### config.mk
export PLATFORM = sky130hd
export DESIGN_NAME = command_token_lexer
export DESIGN_NICKNAME = d
export VERILOG_FILES = /design/src/rtl/core/ctl_pkg.sv /design/src/rtl/core/command_token_lexer.sv
export SDC_FILE = /design/constraint.sdc
export NUM_CORES = 1
export LEC_CHECK = 0
export BUFFER_PORTS_ARGS = -buffer_cell sky130_fd_sc_hd__buf_4
export CAP_MARGIN = 20
export CORE_ASPECT_RATIO = 1.75
export CORE_MARGIN = 3
export CORE_UTILIZATION = 60
export CTS_BUF_LIST = sky130_fd_sc_hd__clkbuf_4
export CTS_CLUSTER_SIZE = 12
export DETAILED_ROUTE_END_ITERATION = 10
export HOLD_SLACK_MARGIN = 0.06
export PLACE_DENSITY = 0.8
export SYNTH_ARGS = -nofsm -noshare
export SYNTH_HDL_FRONTEND = slang
export SYNTH_SLANG_ARGS = --single-unit
### constraint.sdc
create_clock -name clk -period 5.5 [get_ports clk]
set_input_delay 0 -clock clk [delete_from_list [all_inputs] [get_ports clk]]
set_output_delay 0 -clock clk [all_outputs]
set_load 0.03 [all_outputs]
### src/rtl/core/ctl_pkg.sv
package ctl_pkg;

  // Limit on accepted tokens per message.
  localparam int MAX_TOKENS = 8;

  localparam int NUM_KEYWORDS = 6;
  localparam int KW_MAX_LEN = 5;

  // Character codes used by the lexer.
  localparam logic [7:0] CH_NUL   = 8'h00;
  localparam logic [7:0] CH_SPACE = 8'h20;
  localparam logic [7:0] CH_ZERO  = 8'h30;
  localparam logic [7:0] CH_NINE  = 8'h39;
  localparam logic [7:0] CH_UPPER_A = 8'h41;
  localparam logic [7:0] CH_UPPER_F = 8'h46;
  localparam logic [7:0] CH_X     = 8'h78;

  // Token classes.
  localparam logic [1:0] TYPE_NUMBER  = 2'd0;
  localparam logic [1:0] TYPE_KEYWORD = 2'd1;
  localparam logic [1:0] TYPE_STRING  = 2'd2;

  // Keyword spellings, padded with zero bytes.
  localparam logic [0:NUM_KEYWORDS-1][0:KW_MAX_LEN-1][7:0] KW_TEXT = '{
    '{"i", "d", 8'h00, 8'h00, 8'h00},
    '{"c", "a", "l",   "i",   "b"},
    '{"g", "o", "t",   "o",   8'h00},
    '{"s", "t", "e",   "p",   8'h00},
    '{"c", "a", "l",   "c",   8'h00},
    '{"t", "i", "m",   "e",   8'h00}
  };
  localparam logic [0:NUM_KEYWORDS-1][2:0] KW_LEN = '{
    3'd2, 3'd5, 3'd4, 3'd4, 3'd4, 3'd4
  };

  // One result transaction.
  typedef struct packed {
    logic        token_present;
    logic [2:0]  token_index;
    logic [1:0]  token_type;
    logic [15:0] number_value;
    logic [2:0]  keyword_id;
    logic        end_of_message;
    logic [3:0]  tokens_found;
  } result_t;

  // True when keyword k still matches with character c at position p.
  function automatic logic kw_match(input int k, input logic [2:0] p, input logic [7:0] c);
    logic hit;
    hit = 1'b0;
    if (p < KW_LEN[k]) begin
      hit = (KW_TEXT[k][p] == c);
    end
    return hit;
  endfunction

endpackage

### src/rtl/core/command_token_lexer.sv
// A result is registered into the output register from the byte that ends a token.
// Throughput: one byte per cycle while in_stall is low; the per-byte update is a single registered pass.
// A two-entry output (result register plus skid register) keeps input flowing
// while one result waits; input stalls only when both entries are full.
// Reset (rst_n low, synchronous) clears the lexer state and empties the output.
module command_token_lexer (
  input  logic        clk,
  input  logic        rst_n,
  input  logic        in_valid,
  output logic        in_stall,
  input  logic [7:0]  in_ch,
  output logic        out_valid,
  input  logic        out_stall,
  output logic        out_token_present,
  output logic [2:0]  out_token_index,
  output logic [1:0]  out_token_type,
  output logic [15:0] out_number_value,
  output logic [2:0]  out_keyword_id,
  output logic        out_end_of_message,
  output logic [3:0]  out_tokens_found
);

  // Lexer state.
  logic        in_token_r, in_token_nxt;
  logic [3:0]  count_r, count_nxt;
  logic [2:0]  pos_r, pos_nxt;
  logic [15:0] acc_r, acc_nxt;
  logic        hex_ok_r, hex_ok_nxt;
  logic [ctl_pkg::NUM_KEYWORDS-1:0] cand_r, cand_nxt;

  // Output register and skid register.
  logic              ov_r, sv_r;
  ctl_pkg::result_t  od_r, sd_r;

  logic              accept;
  logic              is_end, is_sep;
  logic              res_valid;
  logic              out_take;
  ctl_pkg::result_t  res;

  // Working values for the byte being fed into a token.
  logic        start;
  logic [2:0]  p;
  logic [15:0] acc_b;
  logic        hex_b;
  logic [ctl_pkg::NUM_KEYWORDS-1:0] cand_b;
  logic [3:0]  digit;
  logic        digit_ok;
  logic        kw_found;
  logic        is_num;

  assign in_stall = sv_r;
  assign accept   = in_valid && !sv_r;
  assign out_take = ov_r && !out_stall;

  assign is_end    = (in_ch == ctl_pkg::CH_NUL);
  assign is_sep    = (in_ch == ctl_pkg::CH_SPACE) && in_token_r;
  assign res_valid = accept && (is_end || is_sep);

  // Classification of the token that the current byte closes.
  always_comb begin
    res = '0;
    kw_found = 1'b0;
    is_num = hex_ok_r && (pos_r >= 3'd3) && (pos_r <= 3'd6);
    if (in_token_r) begin
      res.token_present = 1'b1;
      res.token_index   = 3'(count_r - 4'd1);
      if (is_num) begin
        res.token_type   = ctl_pkg::TYPE_NUMBER;
        res.number_value = acc_r;
      end else begin
        res.token_type = ctl_pkg::TYPE_STRING;
        for (int k = ctl_pkg::NUM_KEYWORDS - 1; k >= 0; k--) begin
          if (cand_r[k] && (ctl_pkg::KW_LEN[k] == pos_r)) begin
            kw_found       = 1'b1;
            res.keyword_id = 3'(k);
          end
        end
        if (kw_found) begin
          res.token_type = ctl_pkg::TYPE_KEYWORD;
        end
      end
    end
    res.end_of_message = is_end;
    res.tokens_found   = count_r;
  end

  // Hex digit decode of the incoming byte.
  always_comb begin
    digit    = 4'd0;
    digit_ok = 1'b0;
    if ((in_ch >= ctl_pkg::CH_ZERO) && (in_ch <= ctl_pkg::CH_NINE)) begin
      digit    = 4'(in_ch - ctl_pkg::CH_ZERO);
      digit_ok = 1'b1;
    end else if ((in_ch >= ctl_pkg::CH_UPPER_A) && (in_ch <= ctl_pkg::CH_UPPER_F)) begin
      digit    = 4'(in_ch - ctl_pkg::CH_UPPER_A + 8'd10);
      digit_ok = 1'b1;
    end
  end

  // Next lexer state.
  always_comb begin
    in_token_nxt = in_token_r;
    count_nxt    = count_r;
    pos_nxt      = pos_r;
    acc_nxt      = acc_r;
    hex_ok_nxt   = hex_ok_r;
    cand_nxt     = cand_r;

    start  = !in_token_r;
    p      = start ? 3'd0 : pos_r;
    acc_b  = start ? 16'd0 : acc_r;
    hex_b  = start ? 1'b1 : hex_ok_r;
    cand_b = start ? {ctl_pkg::NUM_KEYWORDS{1'b1}} : cand_r;

    if (is_end) begin
      in_token_nxt = 1'b0;
      count_nxt    = 4'd0;
      pos_nxt      = 3'd0;
      acc_nxt      = 16'd0;
      hex_ok_nxt   = 1'b1;
      cand_nxt     = {ctl_pkg::NUM_KEYWORDS{1'b1}};
    end else if (is_sep) begin
      in_token_nxt = 1'b0;
    end else if (in_ch == ctl_pkg::CH_SPACE) begin
      in_token_nxt = in_token_r;
    end else if (start && (count_r >= 4'(ctl_pkg::MAX_TOKENS))) begin
      in_token_nxt = 1'b0;
    end else begin
      // Feed one token byte.
      in_token_nxt = 1'b1;
      if (start) begin
        count_nxt = count_r + 4'd1;
      end
      hex_ok_nxt = hex_b;
      acc_nxt    = acc_b;
      if (p == 3'd0) begin
        hex_ok_nxt = hex_b && (in_ch == ctl_pkg::CH_ZERO);
      end else if (p == 3'd1) begin
        hex_ok_nxt = hex_b && (in_ch == ctl_pkg::CH_X);
      end else if (p <= 3'd5) begin
        hex_ok_nxt = hex_b && digit_ok;
        acc_nxt    = {acc_b[11:0], digit};
      end else begin
        hex_ok_nxt = 1'b0;
      end
      for (int k = 0; k < ctl_pkg::NUM_KEYWORDS; k++) begin
        cand_nxt[k] = cand_b[k] && ctl_pkg::kw_match(k, p, in_ch);
      end
      pos_nxt = (p < 3'd7) ? p + 3'd1 : p;
    end
  end

  // State registers.
  always_ff @(posedge clk) begin
    if (!rst_n) begin
      in_token_r <= 1'b0;
      count_r    <= 4'd0;
      pos_r      <= 3'd0;
      acc_r      <= 16'd0;
      hex_ok_r   <= 1'b1;
      cand_r     <= {ctl_pkg::NUM_KEYWORDS{1'b1}};
    end else if (accept) begin
      in_token_r <= in_token_nxt;
      count_r    <= count_nxt;
      pos_r      <= pos_nxt;
      acc_r      <= acc_nxt;
      hex_ok_r   <= hex_ok_nxt;
      cand_r     <= cand_nxt;
    end
  end

  // Output register with skid entry; the skid fills only while the output is stalled.
  always_ff @(posedge clk) begin
    if (!rst_n) begin
      ov_r <= 1'b0;
      sv_r <= 1'b0;
    end else if (sv_r) begin
      if (out_take) begin
        od_r <= sd_r;
        sv_r <= 1'b0;
      end
    end else if (res_valid) begin
      if (!ov_r || out_take) begin
        od_r <= res;
        ov_r <= 1'b1;
      end else begin
        sd_r <= res;
        sv_r <= 1'b1;
      end
    end else if (out_take) begin
      ov_r <= 1'b0;
    end
  end

  assign out_valid          = ov_r;
  assign out_token_present  = od_r.token_present;
  assign out_token_index    = od_r.token_index;
  assign out_token_type     = od_r.token_type;
  assign out_number_value   = od_r.number_value;
  assign out_keyword_id     = od_r.keyword_id;
  assign out_end_of_message = od_r.end_of_message;
  assign out_tokens_found   = od_r.tokens_found;

endmodule
==> After elaboration in Yosys (flattened, before gate mapping) <==
Memory sizes are Yosys's and may differ from the RTL's.
Index checks and enable logic that the tools add are counted.
{ "totals": {"reg_bits": 93, "latchBits": 0, "ram_bits": 0, "romBits": 384, "inputBits": 12, "out_inout_bits": 32, "elab_cells": 223, "memories": 6} }
{ "memory_table": {"columns": ["memory", "words", "width", "rd", "rd_ports_with_merged_regs", "wr", "line_no", "rtl"], "rows": [
  ["(no name shown)", 8, 8, 1, 0, 0, "ctl_pkg.sv:52", "hit = (KW_TEXT[k][p] == c);"],
  ["(no name shown)", 8, 8, 1, 0, 0, "ctl_pkg.sv:52", null],
  ["(no name shown)", 8, 8, 1, 0, 0, "ctl_pkg.sv:52", null],
  ["(no name shown)", 8, 8, 1, 0, 0, "ctl_pkg.sv:52", null],
  ["(no name shown)", 8, 8, 1, 0, 0, "ctl_pkg.sv:52", null],
  ["(no name shown)", 8, 8, 1, 0, 0, "ctl_pkg.sv:52", null]
]} }
{ "op_classes": {"addsub": 6, "mul": 0, "div": 0, "n_lt_le_gt_ge": 13, "n_eq_ne": 20, "n_shift": 0, "mux": 112, "bitwise_logic": 3, "reduce_logical": 41} }
{ "op_table": {"columns": ["cell", "count"], "rows": [
  ["16-bit 2-to-1 mux", 9],
  ["30-bit 2-to-1 mux", 4],
  ["8-bit 2-to-1 mux", 12],
  ["1-bit 2-to-1 mux", 59],
  ["8-bit equality test", 6],
  ["3-bit 2-to-1 mux", 13],
  ["6-bit 2-to-1 mux", 5],
  ["4-bit 2-to-1 mux", 7],
  ["25-bit 2-to-1 mux", 1],
  ["1-bit logical AND", 24],
  ["8-bit by 6-bit equality test with 1-bit output (second input constant)", 2],
  ["4-bit AND reduction", 3],
  ["3-bit < comparator (second input constant)", 3],
  ["8-bit by 7-bit equality test with 1-bit output (second input constant)", 1],
  ["4-bit >= comparator (second input constant)", 2],
  ["8-bit by 6-bit >= comparator with 1-bit output (second input constant)", 1],
  ["8-bit by 7-bit >= comparator with 1-bit output (second input constant)", 1],
  ["8-bit by 6-bit less-or-equal comparator with 1-bit output (second input constant)", 1],
  ["8-bit by 7-bit less-or-equal comparator with 1-bit output (second input constant)", 1],
  ["8-bit zero test", 1],
  ["4-bit by 1-bit subtractor with 4-bit output (second input constant)", 2],
  ["3-bit equality test (first input constant)", 2],
  ["3-bit less-or-equal comparator (second input constant)", 2],
  ["2-bit by 1-bit != test with 1-bit output (second input constant)", 3],
  ["20 further kinds", 30]
]} }

==> Logic depth before layout (Yosys ltp) <==
Gate-level depths: netlist (run 1).
{ "depth": {"ltp_word": 16, "depth_mapped": 10, "depth_no_buf": 8} }

==> Worst setup path before layout (run 1) <==
Ideal clock, no wire load.
{ "synth_timing": {"path_type": "input to register", "start": "input port in_ch[1]", "end": "register sd_r[0] (netlist name), enable pin", "setup_ns": 0.455, "arrival_time_ns": 3.451, "t_required_ns": 5.045, "slack_ns": 1.594, "cell_stages": 9, "path_buffers": 2, "path_cell_list": "clkbuf_1 > inv_1 > ha_1 > nor2b_1 > clkbuf_1 > nand2_1 > nor2_1 > nand2_1 > nor3_1"} }
{ "synth_via": {"elab_chain_cells": 5, "elab_cells_between_ends": 6, "cone_classes": "1 x eq/ne; 5 x reduce/logical"} }
{ "synth_lines": {"columns": ["item", "line_no", "rtl"], "rows": [
  ["start, declared", "command_token_lexer.sv:11", "input logic [7:0] in_ch,"],
  ["8-bit by 6-bit equality test with 1-bit output", "command_token_lexer.sv:57", "assign is_sep = (in_ch == ctl_pkg::CH_SPACE) && in_token_r;"],
  ["1-bit logical AND", "command_token_lexer.sv:57", null],
  ["1-bit logical OR (*)", "command_token_lexer.sv:58", "assign res_valid = accept && (is_end || is_sep);"],
  ["1-bit logical AND (*)", "command_token_lexer.sv:58", null],
  ["4-bit AND reduction (no source line) (*)", null, null],
  ["end signal, assigned", "command_token_lexer.sv:188", "sd_r <= res;"],
  ["end, declared", "command_token_lexer.sv:33", "ctl_pkg::result_t od_r, sd_r;"]
]} }
Mark *: on every way between the ends. The rest lies on a longest branch, timed or not.
A chain may end at the register's enable or synchronous reset.

==> Final worst setup path (run 1) <==
{ "layout_timing": {"start": "input port in_ch[1]", "end": "register sd_r[28] (netlist name), enable pin"} }
The elaborated chain is that of the path after synthesis.

==> reports/results.ini, run 1 <==
[worst_setup_path]
crit_buf_inv=4
crit_family=simple AND/OR/NAND/NOR gates
slowest_stage=nor2b_1
path_cells=dlygate4sd3_1 > buf_4 > inv_1 > ha_1 > nor2b_1 > nand2_1 > nor2_1 > nand2_1 > nor3_2 > buf_4
arrival_ns=3.16
r2r_setup_slack_ns=2.52
crit_end=sd_r[28]
path_class=input pin to flip-flop
critPathCaptureType=flip-flop
critPathMaxStageDelay_ns=0.57
reg2reg_depth=6
path_max_fanout=30
critPathLaunch=in_ch[1]
worstPathRequired_ns=5.60
startpoint_type=input pin
cp.depth=10
regToRegStartpoint=in_token_r
rr_endpoint=acc_r[8]

[logic_synthesis]
netlist_top_cells_count=edfxtp_1, nand2_1, dfxtp_1
synth_area_leaders=edfxtp_1, dfxtp_1, mux2_2, ha_1, nand2_1
synth_top_area_share=0.382
synthFlopType=edfxtp_1
ys_types=59
syn_inst=445
synthesis.area_sq_mm=0.00471
async_reset_ff_frac=0
synth_seq_area_share=0.522
synth_warnings=0
avgSynthCellArea_sq_um=10.6
yosysMostFrequentCell=edfxtp_1
syn_nets=470
synth_area_leader_cell=edfxtp_1
ys_seq_elements=93
synth-edff-count=60

[sta]
hold_violations=0
finalSetupViolations=0
worstMarginPinSlew_ns=1.04
min_period_ns=3.06
tns_ns=0
slew_headroom=0.297
drv_slew=0
rsz0062_at_grt=no
fin_skew_ns=0.0168
period_share=0.556
fmax_mhz=327
timing.hold.ws_ns=0.0910

[cts]
holdBufCountCts=10
cts_setup_buffers=0
cts_buffers=9
postCtsResizedCells=0
cts.reportedPaths.clkPinSlew_ns=0.14
clockBufferDepth=2
root_buffer=clkbuf_4
worst_skew_pair.late_latency_ns=0.44
cts.sinks=93
htree_levels=3
cts_tree=built

[detailed_routing]
drtAntennaViolNets=0
drc=0
dr.pass1.iters=6
wl_microns=10600
vias=3635
drt_iter0_markers=294
wl_per_cell_microns=18.5
vias_per_cell=6.32

[floorplanning]
fp-row-count=42
start_util=0.619
die_x_microns=73.0
die_h_microns=123
io_pins=44
dieArea_sq_mm=0.00900
core_sq_mm=0.00762

[final_layout]
n_antenna_cell=0
fillers=574
nets=507
drive_gt1_frac=0.195
syn2layout_area_growth_pct=12.8

[flow_run]
drv_cap=0

[power]
power.density_mw_per_mm2=242
ir_worst_vdd_uv=99.1
power_leakage_nw=2.00

[grt]
grt_usage=0.248
grt_max_degree=47
grt_pass1_wl_microns=17100
antenna_found_initial=0
overflow=0
grt_pass1_vias=3582

[outcome]
outcome=finished, final reports clean

[placement]
routabilityCongestion=0.984
dpl.hpwl_microns=7640
port_buffers=43

[min_path]
min_path_type=input pin to flip-flop

## state kept, by name, indices dropped and copies added (netlist names)
signal	flops
sd_r	30
acc_r	16
out_number_value	16
cand_r	6
count_r	4
out_tokens_found	4
out_keyword_id	3
out_token_index	3
pos_r	3
out_token_type	2
hex_ok_r	1
in_stall	1
in_token_r	1
out_end_of_message	1
out_token_present	1
out_valid	1
## per-layer routing
metal | vias up | GRT usage | part of all wire
met2 | 144 | 0.426 | 0.51
met1 | 1713 | 0.268 | 0.37
li1 | 1726 | - | -
met5 | - | 0 | 0
met3 | 52 | 0.0480 | 0.054
met4 | 0 | 0.167 | 0.061
## power breakdown
part	leakage (nW)	internal [mW]	switching (mW)	total, mW
sequential	0.862	0.743	0.0121	0.756
clock	0.0889	0.187	0.228	0.415
combinational	1.05	0.0454	0.0693	0.115
## logic make-up (layout without fill, tap and decap cells)
logic type / count (synthesis) / count (layout) / share of synthesized area
XOR/XNOR: 12 / 12 / 0.0223
multiplexers: 21 / 21 / 0.0502
AND/OR/NAND/NOR: 146 / 146 / 0.161
buffers and inverters: 44 / 86 / 0.0372
adder cells (fa/ha/maj): 13 / 13 / 0.0345
AO/OA/AOI/OAI: 116 / 116 / 0.172
flip-flops: 93 / 93 / 0.522
## cell usage in the layout, fill, tap and decap left out, drive strengths merged, types with 8 or more instances in the layout
master and n:
a21oi 27, a22o 13, a31oi 10, and2 17, buf 46, clkbuf 9, dfxtp 33, dlygate4sd3 10
edfxtp 60, ha 13, inv 17, mux2 21, nand2 40, nand2b 11, nand3 8, nor2 26
nor3 12, o21ai 19, o31ai 11, xnor2 9
## final cells by class
type / instances / area [sq um] / area share
Clock inverter: 7 / 96.3 / 0.0181
Timing Repair Buffer: 56 / 445 / 0.0837
Inverter: 14 / 52.6 / 0.00988
Sequential cell: 93 / 2460 / 0.463
Tap cell: 88 / 110 / 0.0207
Clock buffer: 9 / 67.6 / 0.0127
Multi-Input combinational cell: 308 / 2090 / 0.392
## stage by stage
stage / power (mW) / setup slack (ns) / std cells / utilization / area [sq um]
after floorplan: 0.846 / 1.59 / 445 / - / 4710
after global placement: 0.876 / 2.58 / 549 / 0.664 / 5060
after detailed placement: 0.878 / 2.59 / 549 / 0.664 / 5060
after CTS: 1.29 / 2.51 / 575 / 0.698 / 5320
after global routing: 1.33 / 2.20 / 575 / 0.698 / 5320
final: 1.29 / 2.44 / 575 / 0.698 / 5320
## worst reg2reg max path: stages, from the launching register on
cell	delay, ns
dfxtp_1	0.82
nand2_1	0.33
ha_1	0.47
o31ai_1	0.34
nand3_1	0.11
nor2_1	0.60
a22o_1	0.25
## worst min path at each step
stage                         start        end  cells after the start
after CTS                  in_ch[3]  cand_r[3]                      4
final                      in_ch[3]  cand_r[3]                      4
after global placement        rst_n  cand_r[2]                      2
after detailed placement      rst_n  cand_r[4]                      2
after global routing       in_ch[3]  cand_r[3]                      4
after floorplan           out_stall   in_stall                      2
No activity file was read; power rests on OpenSTA's default activity.
==> run 2: changes to the inputs <==
--- a/config.mk
+++ b/config.mk
@@ -9,12 +9,12 @@
 export CAP_MARGIN = 20
 export CORE_ASPECT_RATIO = 1.75
 export CORE_MARGIN = 3
-export CORE_UTILIZATION = 60
+export CORE_UTILIZATION = 56
 export CTS_BUF_LIST = sky130_fd_sc_hd__clkbuf_4
 export CTS_CLUSTER_SIZE = 12
 export DETAILED_ROUTE_END_ITERATION = 10
 export HOLD_SLACK_MARGIN = 0.06
-export PLACE_DENSITY = 0.8
+export PLACE_DENSITY = 0.79
 export SYNTH_ARGS = -nofsm -noshare
 export SYNTH_HDL_FRONTEND = slang
 export SYNTH_SLANG_ARGS = --single-unit
==> constraint.sdc (replaced) <==
create_clock -name clk -period 2.63 [get_ports clk]
set_input_delay 0 -clock clk [delete_from_list [all_inputs] [get_ports clk]]
set_output_delay 0 -clock clk [all_outputs]
set_load 0.03 [all_outputs]
==> reports/results.ini, run 2 (synthesis results as in run 1) <==
[cts]
cts_tree=built
htree_levels=3
cts.reportedPaths.clkPinSlew_ns=0.13
cts.sinks=93
cts_setup_buffers=0
cts_buffers=9
worst_skew_pair.late_latency_ns=0.45
clockBufferDepth=2
root_buffer=clkbuf_4

[worst_setup_path]
path_cells=nand2_2 > inv_1 > ha_1 > or2_2 > o32a_1 > o32ai_1 > a21oi_1 > o21ai_0 > dlygate4sd3_1
path_max_fanout=12
crit_family=buffers and inverters
path_class=flip-flop to flip-flop
arrival_ns=2.90
critPathMaxStageDelay_ns=0.58
worstPathRequired_ns=3.02
slowest_stage=dlygate4sd3_1
crit_buf_inv=2
critPathCaptureType=flip-flop
startpoint_type=flip-flop

[power]
power_leakage_nw=2.07
comb_power_share=0.100
power_frac_clock=0.291
ir_worst_vdd_uv=205
power_switching_mw=0.636
swShare=0.246
power.density_mw_per_mm2=473
seq_power_share=0.609
p_int_mw=1.94

[detailed_routing]
wl_per_cell_microns=17.5
drt_iter0_markers=330
vias=3622
wl_microns=10400
drc=0
dr.pass1.iters=5
vias_per_cell=6.12
drtAntennaViolNets=0

[grt]
grt_pass1_wl_microns=16700
grt_pass1_vias=3584
grt_usage=0.227
antenna_found_initial=0
grt_max_degree=45
overflow=0

[floorplanning]
fp-row-count=43
io_pins=44
core_sq_mm=0.00807
die_x_microns=75.4
start_util=0.584
dieArea_sq_mm=0.00960
die_h_microns=127

[sta]
tns_ns=0
slew_headroom=0.586
min_period_ns=2.51
finalSetupViolations=0
fmax_mhz=399
timing.hold.ws_ns=0.135
drv_slew=0
rsz0062_at_grt=no
worstMarginPinSlew_ns=0.620
hold_violations=0
period_share=0.954
fin_skew_ns=0.0132

[final_layout]
layout_common_cells=edfxtp_1, buf_4, nand2_1
drive_gt1_frac=0.218
largest_register_ff_count=30
syn2layout_area_growth_pct=15.7
mostFrequentLayoutCell=edfxtp_1
fillers=640
nets=521
largest_register=sd_r

[flow_run]
drv_cap=0

[placement]
routabilityCongestion=0.889
dpl.hpwl_microns=7340
port_buffers=43

[outcome]
outcome=finished, final reports clean

[min_path]
min_path_type=input pin to flip-flop

==> run 2: per-layer routing <==
metal / up-vias / wire, microns / global-route usage
met5: - / 0 / 0
met4: 0 / 383 / 0.117
met3: 32 / 386 / 0.0346
met2: 99 / 5330 / 0.382
met1: 1738 / 4270 / 0.272
li1: 1753 / - / -
==> run 2: final timing paths <==
kind,startpoint,to,slack [ns],cells past startpoint
max reg2reg,pos_r[1],cand_r[2],0.12,9
max,pos_r[1],cand_r[2],0.12,9
min,in_valid,acc_r[3],0.13,6
min reg2reg,acc_r[13],acc_r[13],0.48,1
==> run 2: repair_timing <==
action | 4_1_cts | 5_1_grt
hold buffers | 13 | 0
resized for setup | 0 | 5
endpoints found under the setup margin | 0 | 2
hold endpoints to repair | 16 | 0
==> run 2: area by class of cell <==
| cell class | count | area [sq um] | share of cell area |
|---|---|---|---|
| Clock inverter | 7 | 65.1 | 0.0119 |
| Inverter | 14 | 52.6 | 0.00963 |
| Sequential cell | 93 | 2470 | 0.452 |
| Tap cell | 90 | 113 | 0.0206 |
| Antenna cell | 1 | 2.50 | 0.000459 |
| Timing Repair Buffer | 70 | 583 | 0.107 |
| Multi-Input combinational cell | 308 | 2100 | 0.386 |
| Clock buffer | 9 | 67.6 | 0.0124 |
==> run 2: worst min-delay path: cells and delay by family <==
family,cells,cell delay [ns]
simple gates,3,0.28
compound gates,2,0.14
buf+inv,1,0.12
==> run 2: through the flow <==
stage                     cell area [sq um]   util  worst slack (ns)  std cells  power (mW)
after CTS                              5440  0.674            0.0396        591        2.59
final                                  5460  0.676             0.122        592        2.58
after floorplan                        4740      -            0.0148        445        1.77
after global routing                   5450  0.676            0.0150        591        2.68
after detailed placement               5180  0.642             0.374        562        1.84
after global placement                 5180  0.642             0.408        562        1.84
==> run 2: power by group through the flow <==
stage	logic, mW	registers [mW]	clock network [mW]
5_1_grt	0.282	1.57	0.821
4_1_cts	0.253	1.57	0.770
3_3_place_gp	0.233	1.60	0
6_report	0.257	1.57	0.751
2_1_floorplan	0.171	1.60	0
3_5_place_dp	0.238	1.60	0
==> run 3: changes to the inputs <==
--- a/config.mk
+++ b/config.mk
@@ -7,14 +7,16 @@
 export LEC_CHECK = 0
 export BUFFER_PORTS_ARGS = -buffer_cell sky130_fd_sc_hd__buf_4
 export CAP_MARGIN = 20
+export CELL_PAD_IN_SITES_DETAIL_PLACEMENT = 0
+export CELL_PAD_IN_SITES_GLOBAL_PLACEMENT = 1
 export CORE_ASPECT_RATIO = 1.75
 export CORE_MARGIN = 3
-export CORE_UTILIZATION = 56
+export CORE_UTILIZATION = 44
 export CTS_BUF_LIST = sky130_fd_sc_hd__clkbuf_4
 export CTS_CLUSTER_SIZE = 12
 export DETAILED_ROUTE_END_ITERATION = 10
 export HOLD_SLACK_MARGIN = 0.06
-export PLACE_DENSITY = 0.79
+export PLACE_DENSITY_LB_ADDON = 0.1
 export SYNTH_ARGS = -nofsm -noshare
 export SYNTH_HDL_FRONTEND = slang
 export SYNTH_SLANG_ARGS = --single-unit
==> reports/results.ini, run 3 (synthesis results as in run 1) <==
[outcome]
outcome=finished, final reports clean

[sta]
min_period_ns=2.39
finalSetupViolations=0
rsz0062_at_grt=no
slew_headroom=0.596
fin_skew_ns=0.0181
worstMarginPinSlew_ns=0.607
tns_ns=0
fmax_mhz=419
period_share=0.907
drv_slew=0
hold_violations=0

[worst_setup_path]
startpoint_type=input pin
path_max_fanout=30
critPathCaptureType=flip-flop
path_class=input pin to flip-flop
reg2reg_depth=7
arrival_ns=2.51
worstPathRequired_ns=2.75

[cts]
cts.sinks=93
cts_tree=built
clockBufferDepth=2
worst_skew_pair.late_latency_ns=0.43
cts_setup_buffers=0
htree_levels=3
cts.reportedPaths.clkPinSlew_ns=0.12
cts_buffers=9
root_buffer=clkbuf_4

[min_path]
min_path_type=input pin to flip-flop
whs_path_depth=5

[placement]
port_buffers=43
dpl.hpwl_microns=8250
routabilityCongestion=0.905

[floorplanning]
core_sq_mm=0.0104
dieArea_sq_mm=0.0120
die_x_microns=84.3
start_util=0.455
io_pins=44
fp-row-count=49
die_h_microns=143

[detailed_routing]
vias=3579
drtAntennaViolNets=0
drc=0
wl_microns=11100
vias_per_cell=5.69
dr.pass1.iters=4
drt_iter0_markers=199
wl_per_cell_microns=17.7

[final_layout]
postLayoutCoreUtil=0.528
layout_common_cells=edfxtp_1, buf_4, nand2_1
fillers=956
syn2layout_area_growth_pct=16.1
nets=521
largest_register=sd_r
drive_gt1_frac=0.218
largest_register_ff_count=30
mostFrequentLayoutCell=edfxtp_1

[grt]
grt_pass1_vias=3538
overflow=0
grt_max_degree=42
antenna_found_initial=1
grt_usage=0.192
grt_pass1_wl_microns=18000

[power]
ir_worst_vdd_uv=216
power.density_mw_per_mm2=475
p_total_mw=2.60
power_leakage_nw=2.07

[flow_run]
drv_cap=0

## run 3: changes by cell type in the layout (fill, tap and decap cells not counted), moves of 2 or more
cell	before	now
dlygate4sd3_1	13	10
clkbuf_4	9	12
buf_12	2	0
clkinv_2	2	0
nand2_1	38	40
buf_4	55	58
dfxtp_1	31	33
nand2_2	2	0
buf_6	0	2
## run 3: cell type report
class	instances	area, sq um	area share
antenna	1	2.50	0.000457
clock buffer	12	90.1	0.0165
clock inverter	4	50.0	0.00914
inverter	14	52.6	0.00960
multi-input combinational	308	2100	0.384
sequential	93	2460	0.450
tap	127	159	0.0290
timing repair buffer	70	558	0.102
## run 3: metal layers
layer,vias to the layer above,GRT usage,wire length (microns)
met5,-,0,0
met4,0,0.129,629
met1,1698,0.206,4380
li1,1753,-,-
met3,35,0.0294,351
met2,93,0.345,5780
## run 3: timing repair
item,CTS,global route
hold buffers,10,0
hold endpoints to repair,15,0
setup endpoints to repair,0,46
gates resized for setup,0,2
## run 3: final timing paths
path / from / endpoint / slack, ns
setup / recovery: in_ch[1] / sd_r[23] / 0.24
hold / removal: in_ch[3] / acc_r[2] / 0.14
setup reg to reg: in_token_r / acc_r[12] / 0.37
hold reg to reg: acc_r[15] / acc_r[15] / 0.49
## run 3: stage by stage
step	setup WS [ns]	instances	hold WS [ns]	cell area [sq um]
2_1_floorplan	0.0148	445	0.188	4740
3_3_place_gp	0.349	602	0.273	5220
3_5_place_dp	0.244	602	0.274	5220
4_1_cts	0.188	628	0.103	5460
5_1_grt	0.0326	629	0.163	5470
6_report	0.244	629	0.144	5470
## run 3: critical path: stages
cell           delay [ns]
dlygate4sd3_1        0.54
buf_4                0.18
inv_1                0.20
ha_1                 0.22
nor2b_1              0.18
nand2_1              0.18
nor2_1               0.28
nand2_1              0.21
nor3_4               0.21
buf_6                0.30
## run 3: where the power goes
part / leakage (nW) / switching (mW) / internal (mW)
logic: 1.13 / 0.155 / 0.104
registers: 0.862 / 0.0156 / 1.55
clock network: 0.0752 / 0.448 / 0.322
